--- config.mk ---
export PLATFORM = sky130hd
export DESIGN_NAME = order_preserving_key_encoder_core
export DESIGN_NICKNAME = d
export VERILOG_FILES = /design/src/opke_pkg.sv /design/src/order_preserving_key_encoder_core.sv /design/src/opke_front.sv /design/src/opke_cmd_fifo.sv /design/src/opke_back.sv
export SDC_FILE = /design/constraint.sdc
export NUM_CORES = 1
export LEC_CHECK = 0
export BUFFER_PORTS_ARGS = -buffer_cell sky130_fd_sc_hd__buf_4
export CORE_MARGIN = 1.5
export CORE_UTILIZATION = 40
export CTS_BUF_LIST = sky130_fd_sc_hd__clkbuf_16
export DETAILED_ROUTE_END_ITERATION = 7
export MAX_ROUTING_LAYER = met4
export SYNTH_ARGS = -nofsm -noshare
export SYNTH_HDL_FRONTEND = slang
export SYNTH_HIERARCHICAL = 1
export SYNTH_SLANG_ARGS = --single-unit
--- constraint.sdc ---
create_clock -name clk_i -period 7.5 [get_ports clk_i]
set_clock_uncertainty 0.2 [all_clocks]
set_input_delay 1.5 -clock clk_i [delete_from_list [all_inputs] [get_ports clk_i]]
set_output_delay 1.5 -clock clk_i [all_outputs]
set_load 0.005 [all_outputs]
--- src/opke_pkg.sv ---
// ----------------------------------------------------------------------------
// opke_pkg
// Shared types and constants of the order-preserving key encoder.
// ----------------------------------------------------------------------------
package opke_pkg;

  // Item function codes
  typedef enum logic [1:0] {
    FUNC_INT      = 2'd0,
    FUNC_STR_BYTE = 2'd1,
    FUNC_STR_END  = 2'd2
  } func_e;

  // Integer width codes; anything above SIZE_16B saturates to 16 bytes
  localparam logic [2:0] SIZE_1B  = 3'd0;
  localparam logic [2:0] SIZE_2B  = 3'd1;
  localparam logic [2:0] SIZE_4B  = 3'd2;
  localparam logic [2:0] SIZE_8B  = 3'd3;
  localparam logic [2:0] SIZE_16B = 3'd4;

  localparam logic [7:0] ESC_BYTE  = 8'h00;
  localparam logic [7:0] ESC_MARK  = 8'h01;

  localparam int unsigned MaxBytes  = 16;
  localparam int unsigned WordW     = MaxBytes * 8;
  localparam int unsigned IdxW      = $clog2(MaxBytes);
  localparam int unsigned CmdDepth  = 2;
  localparam int unsigned CmdPtrW   = (CmdDepth > 1) ? $clog2(CmdDepth) : 1;
  localparam int unsigned CmdCntW   = $clog2(CmdDepth + 1);

  typedef struct packed {
    logic [1:0]  func;
    logic [2:0]  size_code;
    logic        signed_flag;
    logic [63:0] value_low;
    logic [63:0] value_high;
    logic [7:0]  str_byte;
    logic        final_component;
  } in_item_t;

  typedef struct packed {
    logic [7:0] out_byte;
    logic       run_last;
  } out_item_t;

  // One byte run: first byte in the top byte lane, last_idx = byte count - 1
  typedef struct packed {
    logic [WordW-1:0] bytes;
    logic [IdxW-1:0]  last_idx;
  } cmd_t;

endpackage

--- src/order_preserving_key_encoder_core.sv ---
// ----------------------------------------------------------------------------
// order_preserving_key_encoder_core
// Memcomparable key encoder: turns key components into an ordered byte stream.
// ----------------------------------------------------------------------------
// Each input beat is one piece of a composite key: an integer component
// (1, 2, 4, 8 or 16 bytes, sent most significant byte first, top bit
// inverted when signed), one string content byte, or the end of a string
// component. For a string that is not the last component a 0x00 byte goes
// out as 0x00 0x01 and the end emits 0x00 0x00; for the last component bytes
// go raw and the end emits nothing. Every output beat carries one byte, and
// run_last marks the final byte caused by an input beat. While the consumer
// pops, the output stream runs at one byte per cycle: a single-byte item
// sustains one input beat per cycle, while a multi-byte item occupies the
// serializer until its last byte, so wide integers and escapes hold off
// input once the two-entry run queue is full. An accepted beat passes the
// run queue, then the output register. Items that produce nothing (unknown
// function code, end of the last string) are accepted and dropped.
// ----------------------------------------------------------------------------
module order_preserving_key_encoder_core (
  input  logic                clk_i,
  input  logic                rst_ni,
  input  logic                push,
  output logic                full,
  input  opke_pkg::in_item_t  in_item_i,
  output logic                empty,
  input  logic                pop,
  output opke_pkg::out_item_t out_item_o
);
  import opke_pkg::*;

  // classifier -> run queue
  logic cmd_push;
  cmd_t cmd_in;
  logic cmd_full;

  // run queue -> serializer
  logic cmd_pop;
  logic cmd_empty;
  cmd_t cmd_out;

  // Input side stalls only on a full run queue.
  assign full = cmd_full;

  opke_front u_front (
    .push       (push),
    .cmd_full_i (cmd_full),
    .in_item_i  (in_item_i),
    .cmd_push_o (cmd_push),
    .cmd_o      (cmd_in)
  );

  opke_cmd_fifo u_cmd_fifo (
    .clk_i   (clk_i),
    .rst_ni  (rst_ni),
    .push_i  (cmd_push),
    .cmd_i   (cmd_in),
    .full_o  (cmd_full),
    .pop_i   (cmd_pop),
    .empty_o (cmd_empty),
    .cmd_o   (cmd_out)
  );

  // Serializer owns the output register; pop/empty face the consumer.
  opke_back u_back (
    .clk_i       (clk_i),
    .rst_ni      (rst_ni),
    .cmd_empty_i (cmd_empty),
    .cmd_i       (cmd_out),
    .cmd_pop_o   (cmd_pop),
    .empty       (empty),
    .pop         (pop),
    .out_item_o  (out_item_o)
  );

endmodule

--- src/opke_front.sv ---
// ----------------------------------------------------------------------------
// opke_front
// Classifies an input beat and turns it into a left-aligned byte run.
// ----------------------------------------------------------------------------
module opke_front (
  input  logic              push,
  input  logic              cmd_full_i,
  input  opke_pkg::in_item_t in_item_i,
  output logic              cmd_push_o,
  output opke_pkg::cmd_t    cmd_o
);
  import opke_pkg::*;

  logic             has_cmd;
  logic [WordW-1:0] aligned;

  always_comb begin
    case (in_item_i.size_code) inside
      SIZE_1B: aligned = {in_item_i.value_low[7:0],  120'd0};
      SIZE_2B: aligned = {in_item_i.value_low[15:0], 112'd0};
      SIZE_4B: aligned = {in_item_i.value_low[31:0], 96'd0};
      SIZE_8B: aligned = {in_item_i.value_low,       64'd0};
      default: aligned = {in_item_i.value_high, in_item_i.value_low};
    endcase
  end

  always_comb begin
    has_cmd        = 1'b1;
    cmd_o.bytes    = '0;
    cmd_o.last_idx = '0;
    case (in_item_i.func)
      FUNC_INT: begin
        cmd_o.bytes = aligned;
        cmd_o.bytes[WordW-1] = aligned[WordW-1] ^ in_item_i.signed_flag;
        case (in_item_i.size_code) inside
          SIZE_1B: cmd_o.last_idx = IdxW'(0);
          SIZE_2B: cmd_o.last_idx = IdxW'(1);
          SIZE_4B: cmd_o.last_idx = IdxW'(3);
          SIZE_8B: cmd_o.last_idx = IdxW'(7);
          default: cmd_o.last_idx = IdxW'(MaxBytes - 1);
        endcase
      end
      FUNC_STR_BYTE: begin
        if (in_item_i.final_component || in_item_i.str_byte != ESC_BYTE) begin
          cmd_o.bytes = {in_item_i.str_byte, (WordW-8)'(0)};
        end else begin
          cmd_o.bytes    = {ESC_BYTE, ESC_MARK, (WordW-16)'(0)};
          cmd_o.last_idx = IdxW'(1);
        end
      end
      FUNC_STR_END: begin
        // terminator only for a component that is not the last one
        has_cmd        = !in_item_i.final_component;
        cmd_o.bytes    = {ESC_BYTE, ESC_BYTE, (WordW-16)'(0)};
        cmd_o.last_idx = IdxW'(1);
      end
      default: has_cmd = 1'b0;
    endcase
  end

  assign cmd_push_o = push && !cmd_full_i && has_cmd;

endmodule

--- src/opke_cmd_fifo.sv ---
// ----------------------------------------------------------------------------
// opke_cmd_fifo
// Short run queue between the classifier and the serializer.
// ----------------------------------------------------------------------------
module opke_cmd_fifo (
  input  logic           clk_i,
  input  logic           rst_ni,
  input  logic           push_i,
  input  opke_pkg::cmd_t cmd_i,
  output logic           full_o,
  input  logic           pop_i,
  output logic           empty_o,
  output opke_pkg::cmd_t cmd_o
);
  import opke_pkg::*;

  cmd_t               mem_q [CmdDepth];
  logic [CmdPtrW-1:0] wr_ptr_q, wr_ptr_d;
  logic [CmdPtrW-1:0] rd_ptr_q, rd_ptr_d;
  logic [CmdCntW-1:0] cnt_q, cnt_d;

  assign full_o  = (cnt_q == CmdCntW'(CmdDepth));
  assign empty_o = (cnt_q == '0);
  assign cmd_o   = mem_q[rd_ptr_q];

  function automatic logic [CmdPtrW-1:0] ptr_inc(input logic [CmdPtrW-1:0] p);
    ptr_inc = (p == CmdPtrW'(CmdDepth - 1)) ? '0 : p + CmdPtrW'(1);
  endfunction

  always_comb begin
    wr_ptr_d = push_i ? ptr_inc(wr_ptr_q) : wr_ptr_q;
    rd_ptr_d = pop_i  ? ptr_inc(rd_ptr_q) : rd_ptr_q;
    cnt_d    = cnt_q + CmdCntW'(push_i) - CmdCntW'(pop_i);
  end

  always_ff @(posedge clk_i or negedge rst_ni) begin
    if (!rst_ni) begin
      wr_ptr_q <= '0;
      rd_ptr_q <= '0;
      cnt_q    <= '0;
    end else begin
      wr_ptr_q <= wr_ptr_d;
      rd_ptr_q <= rd_ptr_d;
      cnt_q    <= cnt_d;
    end
  end

  always_ff @(posedge clk_i) begin
    if (push_i) begin
      mem_q[wr_ptr_q] <= cmd_i;
    end
  end

`ifndef SYNTHESIS
  a_no_overflow: assert property (@(posedge clk_i) disable iff (!rst_ni)
    push_i |-> !full_o || pop_i)
    else $error("run queue written while full");

  a_no_underflow: assert property (@(posedge clk_i) disable iff (!rst_ni)
    pop_i |-> !empty_o)
    else $error("run queue read while empty");

  a_cnt_bound: assert property (@(posedge clk_i) disable iff (!rst_ni)
    cnt_q <= CmdCntW'(CmdDepth))
    else $error("run queue count out of range");
`endif

endmodule

--- src/opke_back.sv ---
// ----------------------------------------------------------------------------
// opke_back
// Serializer: drains queued byte runs one byte per beat into the output
// register.
// ----------------------------------------------------------------------------
module opke_back (
  input  logic               clk_i,
  input  logic               rst_ni,
  input  logic               cmd_empty_i,
  input  opke_pkg::cmd_t     cmd_i,
  output logic               cmd_pop_o,
  output logic               empty,
  input  logic               pop,
  output opke_pkg::out_item_t out_item_o
);
  import opke_pkg::*;

  logic             busy_q, busy_d;
  logic [WordW-1:0] sh_q, sh_d;
  logic [IdxW-1:0]  rem_q, rem_d;
  logic             ovld_q, ovld_d;
  out_item_t        out_q, out_d;
  logic             adv;

  // output register free or being taken this cycle
  assign adv       = !ovld_q || pop;
  assign cmd_pop_o = adv && !busy_q && !cmd_empty_i;

  always_comb begin
    busy_d = busy_q;
    sh_d   = sh_q;
    rem_d  = rem_q;
    ovld_d = ovld_q;
    out_d  = out_q;
    if (adv) begin
      if (busy_q) begin
        out_d.out_byte = sh_q[WordW-1 -: 8];
        out_d.run_last = (rem_q == '0);
        ovld_d         = 1'b1;
        sh_d           = sh_q << 8;
        rem_d          = rem_q - IdxW'(1);
        busy_d         = (rem_q != '0);
      end else if (!cmd_empty_i) begin
        out_d.out_byte = cmd_i.bytes[WordW-1 -: 8];
        out_d.run_last = (cmd_i.last_idx == '0);
        ovld_d         = 1'b1;
        sh_d           = cmd_i.bytes << 8;
        rem_d          = cmd_i.last_idx - IdxW'(1);
        busy_d         = (cmd_i.last_idx != '0);
      end else begin
        ovld_d = 1'b0;
      end
    end
  end

  always_ff @(posedge clk_i or negedge rst_ni) begin
    if (!rst_ni) begin
      busy_q <= 1'b0;
      ovld_q <= 1'b0;
    end else begin
      busy_q <= busy_d;
      ovld_q <= ovld_d;
    end
  end

  always_ff @(posedge clk_i) begin
    sh_q  <= sh_d;
    rem_q <= rem_d;
    out_q <= out_d;
  end

  assign empty      = !ovld_q;
  assign out_item_o = out_q;

`ifndef SYNTHESIS
  a_busy_has_out: assert property (@(posedge clk_i) disable iff (!rst_ni)
    busy_q |-> ovld_q)
    else $error("run in flight without a pending output byte");

  a_busy_mid_run: assert property (@(posedge clk_i) disable iff (!rst_ni)
    busy_q |-> !out_q.run_last)
    else $error("run marked finished while bytes remain");

  a_no_pop_busy: assert property (@(posedge clk_i) disable iff (!rst_ni)
    busy_q |-> !cmd_pop_o)
    else $error("new run taken while one is draining");
`endif

endmodule
### Word-level counts from Yosys, hierarchy flattened

Memory sizes are Yosys's and may differ from the RTL's.
Index checks and enable logic that the tools add are counted.

| storage, ports and cells | value |
|---|---|
| output and inout port bits | 11 |
| input port bits | 147 |
| bits in writable memories | 264 |
| register bits | 139 |
| logic and storage cells | 72 |
| memories kept | 1 |

| cells by class | value |
|---|---|
| add/subtract/negate cells | 6 |
| bitwise logic cells | 1 |
| equality and inequality tests | 7 |
| reductions and logical operators | 21 |
| mux-type cells | 26 |

Memory list:

| memory | depth | width | rd ports | clocked after memory_dff | wr ports | RTL line | source |
|---|---|---|---|---|---|---|---|
| u_cmd_fifo.mem_q | 2 | 132 | 1 | 0 | 1 | opke_cmd_fifo.sv:17 | `cmd_t mem_q [CmdDepth];` |

Operators by type and width:

| cell | count |
|---|---|
| $mux W128 | 7 |
| $pmux W132 S3 | 1 |
| $mux W4 | 6 |
| $mux W9 | 2 |
| $mux W1 | 9 |
| $logic_not A4 Y1 | 2 |
| $reduce_bool A4 Y1 | 2 |
| $reduce_bool A8 Y1 | 1 |
| $sub A4 B1 Y4 const B | 2 |
| $eq A3 B2 Y1 const B | 2 |
| $logic_not A1 Y1 | 5 |
| $eq A2 B2 Y1 const B | 2 |
| $logic_and A1 B1 Y1 | 4 |
| $logic_not A2 Y1 | 2 |
| $eq A3 B1 Y1 const B | 1 |
| $logic_not A3 Y1 | 1 |
| $add A1 B1 Y1 const B | 2 |
| $add A2 B1 Y2 | 1 |
| $eq A2 B1 Y1 const B | 1 |
| $logic_or A1 B1 Y1 | 2 |
| $ne A2 B2 Y1 const B | 1 |
| $pmux W1 S2 | 1 |
| $reduce_and A2 Y1 | 1 |
| $reduce_or A2 Y1 | 1 |
| other kinds (2) | 2 |

### Depth between registers and ports, before layout

| logic depth | value |
|---|---|
| word-level depth | 7 |
| gate-level depth with buffers | 7 |
| depth with buffers taken out | 6 |

### Cells and area by module

The synthesis kept the hierarchy.

Modules (own cells, without submodules):

| module | seq. area each (µm²) | cells each | times used | area an instance (µm²) |
|---|---|---|---|---|
| opke_cmd_fifo | 8027.7 | 426 | 1 | 10004.6 |
| opke_back | 4043.9 | 301 | 1 | 5708.0 |
| opke_front | 0.0 | 376 | 1 | 2202.1 |

### Worst setup path after synthesis

OpenSTA, ideal clock, no wires.

| timing path | value |
|---|---|
| path kind | input to register |
| start point | in pop |
| end point | reg u_back.out_q (netlist bit u_back/out_item_o[0]), enable pin |
| arrival time | 8.164 ns |
| stages | 2 |
| library setup time | 0.670 ns |
| required time | 6.630 ns |
| slack | -1.534 ns |
| path buffers | 0 |
| cell sequence | and2b_2 a21oi_1 |

| between the ends | value |
|---|---|
| cells in the longest elaborated chain, start to end | 2 |

Ends and longest elaborated chain:

| element | RTL line | source |
|---|---|---|
| start: declaration | order_preserving_key_encoder_core.sv:26 | `input logic pop,` |
| $logic_or A1 B1 Y1 | opke_back.sv:26 | `assign adv = !ovld_q \|\| pop;` |
| $reduce_and A2 Y1 (no source line) | n/a |  |
| end signal: assignment | opke_back.sv:69 | `out_q <= out_d;` |
| end: declaration | opke_back.sv:22 | `out_item_t out_q, out_d;` |

No other way between the ends.
A chain may end at the register's enable or synchronous reset.

### Worst setup path after layout

| timing path | value |
|---|---|
| start point | in in_item_i[141] in the netlist's numbering |
| end point | mem u_cmd_fifo/mem_q[0][48] in the netlist's numbering, enable pin |

| between the ends | value |
|---|---|
| cells in the longest elaborated chain, start to end | 6 |
| elaborated cells on any way between the ends | 8 |
| classes of those cells | eq/ne (2); mux (3); reduce/logical (3) |

Ends and longest elaborated chain:

| element | RTL line | source |
|---|---|---|
| start: declaration | order_preserving_key_encoder_core.sv:24 | `input opke_pkg::in_item_t in_item_i,` |
| $eq A2 B1 Y1 / $logic_not A2 Y1 (equally long branches) | opke_front.sv:31 | `case (in_item_i.func)` |
| $reduce_or A2 Y1 (no source line) | n/a |  |
| $pmux W1 S2 * | opke_front.sv:31 |  |
| $logic_and A1 B1 Y1 * | opke_front.sv:61 | `assign cmd_push_o = push && !cmd_full_i && has_cmd;` |
| net cmd_push | order_preserving_key_encoder_core.sv:32 | `logic cmd_push;` |
| $mux W1 * | opke_cmd_fifo.sv:49 | `if (push_i) begin` |
| $mux W1 (implied by the code) * | opke_cmd_fifo.sv:50 | `mem_q[wr_ptr_q] <= cmd_i;` |
| end: declaration | opke_cmd_fifo.sv:17 |  |

The timed path passes the listed nets; every way through them passes the cells marked *.

==> summary.txt <==
Yosys
  – Share of the synthesized area in the top cell type: 0.665
  – Synthesized area: 17,900 um2
  – Most common cell in the synthesized netlist: edfxtp_1
  – Ranking of synthesized cells by area: edfxtp_1 67%, mux2_2 12%, mux2_4 5.9%, and3_1 2.3%, mux2i_1 1.8%
  – Synth Flop Type: edfxtp_1
  – Distinct cells, synth: 47
  – Syn Inst Count: 1,103
  – Area leader, netlist: edfxtp_1
  – Avg Synthesized Cell Area: 16.2 um2
  – Number of synthesized flops with an enable pin: 397
  – Synth cell count leaders: 397 x edfxtp_1, 187 x mux2_2, 70 x mux2_4
  – Post-synth ARST share: 0.0149
  – Sequential element share of the synthesized area: 0.674
  – FF+latch count, synth: 403
  – Net Count, Synth: 1,253
  – Synth warnings: 6

Timing
  – FMAX: 251 MHz
  – Post-route worst setup slack: 3510 ps
  – Slew @ Worst Pin: 1050 ps
  – Pins Over Slew Limit: 0
  – Unrepaired setup endpoints after global routing: no
  – Fin crit period: 3990 ps
  – Setup violations, final: 0
  – Post-route setup TNS: 0 ps
  – Fin. Hold Viols: 0
  – Max-slew headroom: 0.301
  – Tcrit/Tclk final: 0.532

Setup path
  – Critical-path cell with the highest stage delay: nor2b_4
  – Buf/Inv on CP: 2
  – CP arrival: 3960 ps
  – Crit path kind: in2reg
  – CP dominant cell by count: buf_4
  – WP data required: 7480 ps
  – Startpoint types: input pin
  – Delay-heaviest family, CP: simple AND/OR/NAND/NOR gates
  – Crit Path Max Fanout: 52
  – Worst-path cell chain: buf_4, o21ai_0, and3b_1, nor2b_4, buf_4
  – CP endpoint kind: register
  – Max incr delay on CP: 850 ps

Hold path
  – Min-delay worst type: reg2reg

Clock network
  – CTS tree: yes
  – Worst skew pair latency: 560 ps
  – Clock Root Buffer: clkbuf_16
  – Postcts setup bufs: 0
  – Hold-fix buffers at CTS: 0
  – Clock Path Buffers: 3
  – H-tree depth: 2
  – Clock Sinks: 403
  – Clock transition at the registers of the reported paths: 60 ps
  – Post-CTS resize count: 0
  – CTS Buf Count: 44

Global routing
  – Vias in the first global route: 10,400
  – Antenna violations before repair: 6
  – First-pass GRT wire length: 69,000 um
  – Global route overflow: 0
  – Gr usage total: 0.212
  – Largest net degree at the start of global routing: 131

Die
  – Die width: 215 um
  – Initial Util: 0.405
  – FP Rows: 77
  – Die height: 215 um
  – Core Region: 44,200 um2
  – Die area: 46,100 um2
  – Boundary Pins: 158

Route
  – Total Wirelength: 47,700 um
  – Remaining DRCs: 0
  – DR iter-0 viols: 1,006
  – First-pass DRT Iterations: 6
  – Vias per inst: 5.46
  – WL per Instance: 25.5 um
  – Vias: 10,200
  – Antenna-violating nets left: 0

Power and ir drop
  – Int Pwr: 5.36 mW
  – P_leak: 7.93 nW
  – Clock power share: 0.283
  – PwrDens: 351 nW/um2
  – NetSw: 1.95 mW
  – Maximum VDD drop: 0.431 mV
  – Switching portion of total power: 0.267
  – Seq pwr share: 0.476
  – Comb pwr share: 0.241

Placement
  – Inst Count DP: 1,786
  – DP Worst Slack: 2920 ps
  – Post-DP HPWL: 31,100 um
  – Port Buffers: 157
  – Routability cong.: 0.877
  – Placed inst area: 19,500 um2

Run
  – Max Cap Viol: 0

Cells and area
  – Nets@finish: 1,390
  – Fin cells: 1,866
  – Cell area after layout: 20,800 um2
  – # fillers: 3,837
  – Area growth, synth to finish: 16.3%
  – Ratio of cells with drive above 1 in the final layout: 0.388

Outcome
  – Status: completed
-- cells by family (layout without fill, tap and decap cells) --
group / after synthesis / count (layout) / share of synthesized area
buffers and inverters: 87 / 256 / 0.0305
AOI/OAI and AO/OA: 112 / 112 / 0.0367
adders and majority gates: 3 / 3 / 0.00210
DFF: 403 / 403 / 0.674
and+or+nand+nor: 205 / 205 / 0.0600
other: 0 / 2 / 0
muxes: 289 / 289 / 0.194
xor gates and xnor gates: 4 / 4 / 0.00279
-- worst register-to-register path, stage by stage (launching register included) --
cell	delay, ps
dfrtp_1	400
nor2b_1	170
and3b_1	290
nor2b_4	850
buf_4	770
-- power by group through the flow --
stage,logic [mW],clock network (mW),registers [mW]
3_5_place_dp,1.77,0,3.52
3_3_place_gp,1.76,0,3.50
6_report,1.76,2.07,3.48
2_1_floorplan,1.42,0,3.38
5_1_grt,1.88,2.18,3.53
4_1_cts,1.78,2.10,3.48
-- stage by stage --
stage               hold slack, ps  total power, mW   util
finish                         343             7.30  0.471
floorplan                      271             4.80      -
detailed placement             331             5.29  0.440
CTS                            347             7.37  0.471
global route                   352             7.60  0.471
global placement               327             5.26  0.440
-- final cells by class --
class                      instances  area [um2]  area share
timing repair buffer             169        1280      0.0615
antenna                            2        5.00    0.000240
inverter                           9        33.8     0.00162
tap                              592         741      0.0355
multi-input combinational        613        5330       0.256
sequential                       403       12100       0.580
clock inverter                    33         241      0.0116
clock buffer                      45        1130      0.0540
-- registers in the layout (all words and copies together) (netlist names) --
signal and cells:
u_cmd_fifo/wr_ptr_q 1, u_cmd_fifo/mem_q 264, u_cmd_fifo/cnt_q 2, u_back/ovld_q 1
u_back/out_item_o 9, u_back/sh_q 120, u_back/busy_q 1, u_cmd_fifo/rd_ptr_q 1
u_back/rem_q 4
-- layout by cell type (no fill, tap or decap), types with 2 or more instances in the layout --
master     Yosys  layout
edfxtp_1     397     397
mux2_2       187     187
buf_4         15     168
mux2_4        70      70
and3_1        65      65
a21oi_1       54      53
nand2_1       47      47
clkbuf_16      0      45
mux2i_1       32      32
nand3_1       32      32
nor2_1        24      24
o21ai_0       19      19
inv_1          9      18
clkinv_1       0      13
nor2b_1       15      13
a211oi_1      12      12
o22ai_1        7       7
clkinv_2       0       6
nor3_1         6       6
a211o_1        5       5
bufinv_16      0       4
nor4_1         4       4
dfrtp_1        6       4
a31oi_1        3       3
ha_1           3       3
diode_2        0       2
o31ai_1        2       2
o41ai_1        2       2
dfrtp_4        0       2
nor2b_4        0       2
xor2_1         2       2
o22a_1         2       2
a2111oi_0      2       2
-- per-layer routing --
metal	up-vias	GRT usage	part of all wire
met3	62	0.0416	0.072
li1	4530	-	-
met1	5190	0.284	0.43
met2	401	0.330	0.48
met4	0	0.0613	0.021
met5	-	-	0
-- final timing paths --
check / startpoint / to / slack, ps / cells after the start
max: in_item_i[141] / u_cmd_fifo/mem_q[0][48]$_DFFE_PP_ / 3510 / 5
max reg2reg: u_cmd_fifo/cnt_q[1]$_DFF_PN0_ / u_cmd_fifo/mem_q[0][48]$_DFFE_PP_ / 4380 / 4
min reg2reg: u_cmd_fifo/wr_ptr_q$_DFFE_PN0P_ / u_cmd_fifo/wr_ptr_q$_DFFE_PN0P_ / 340 / 1
min: u_cmd_fifo/wr_ptr_q$_DFFE_PN0P_ / u_cmd_fifo/wr_ptr_q$_DFFE_PN0P_ / 340 / 1
max in group asynchronous: rst_ni / u_cmd_fifo/rd_ptr_q$_DFFE_PN0P_ / 6430 / 1
min in group asynchronous: rst_ni / u_cmd_fifo/wr_ptr_q$_DFFE_PN0P_ / 540 / 1
No activity file was read; power rests on OpenSTA's default activity.
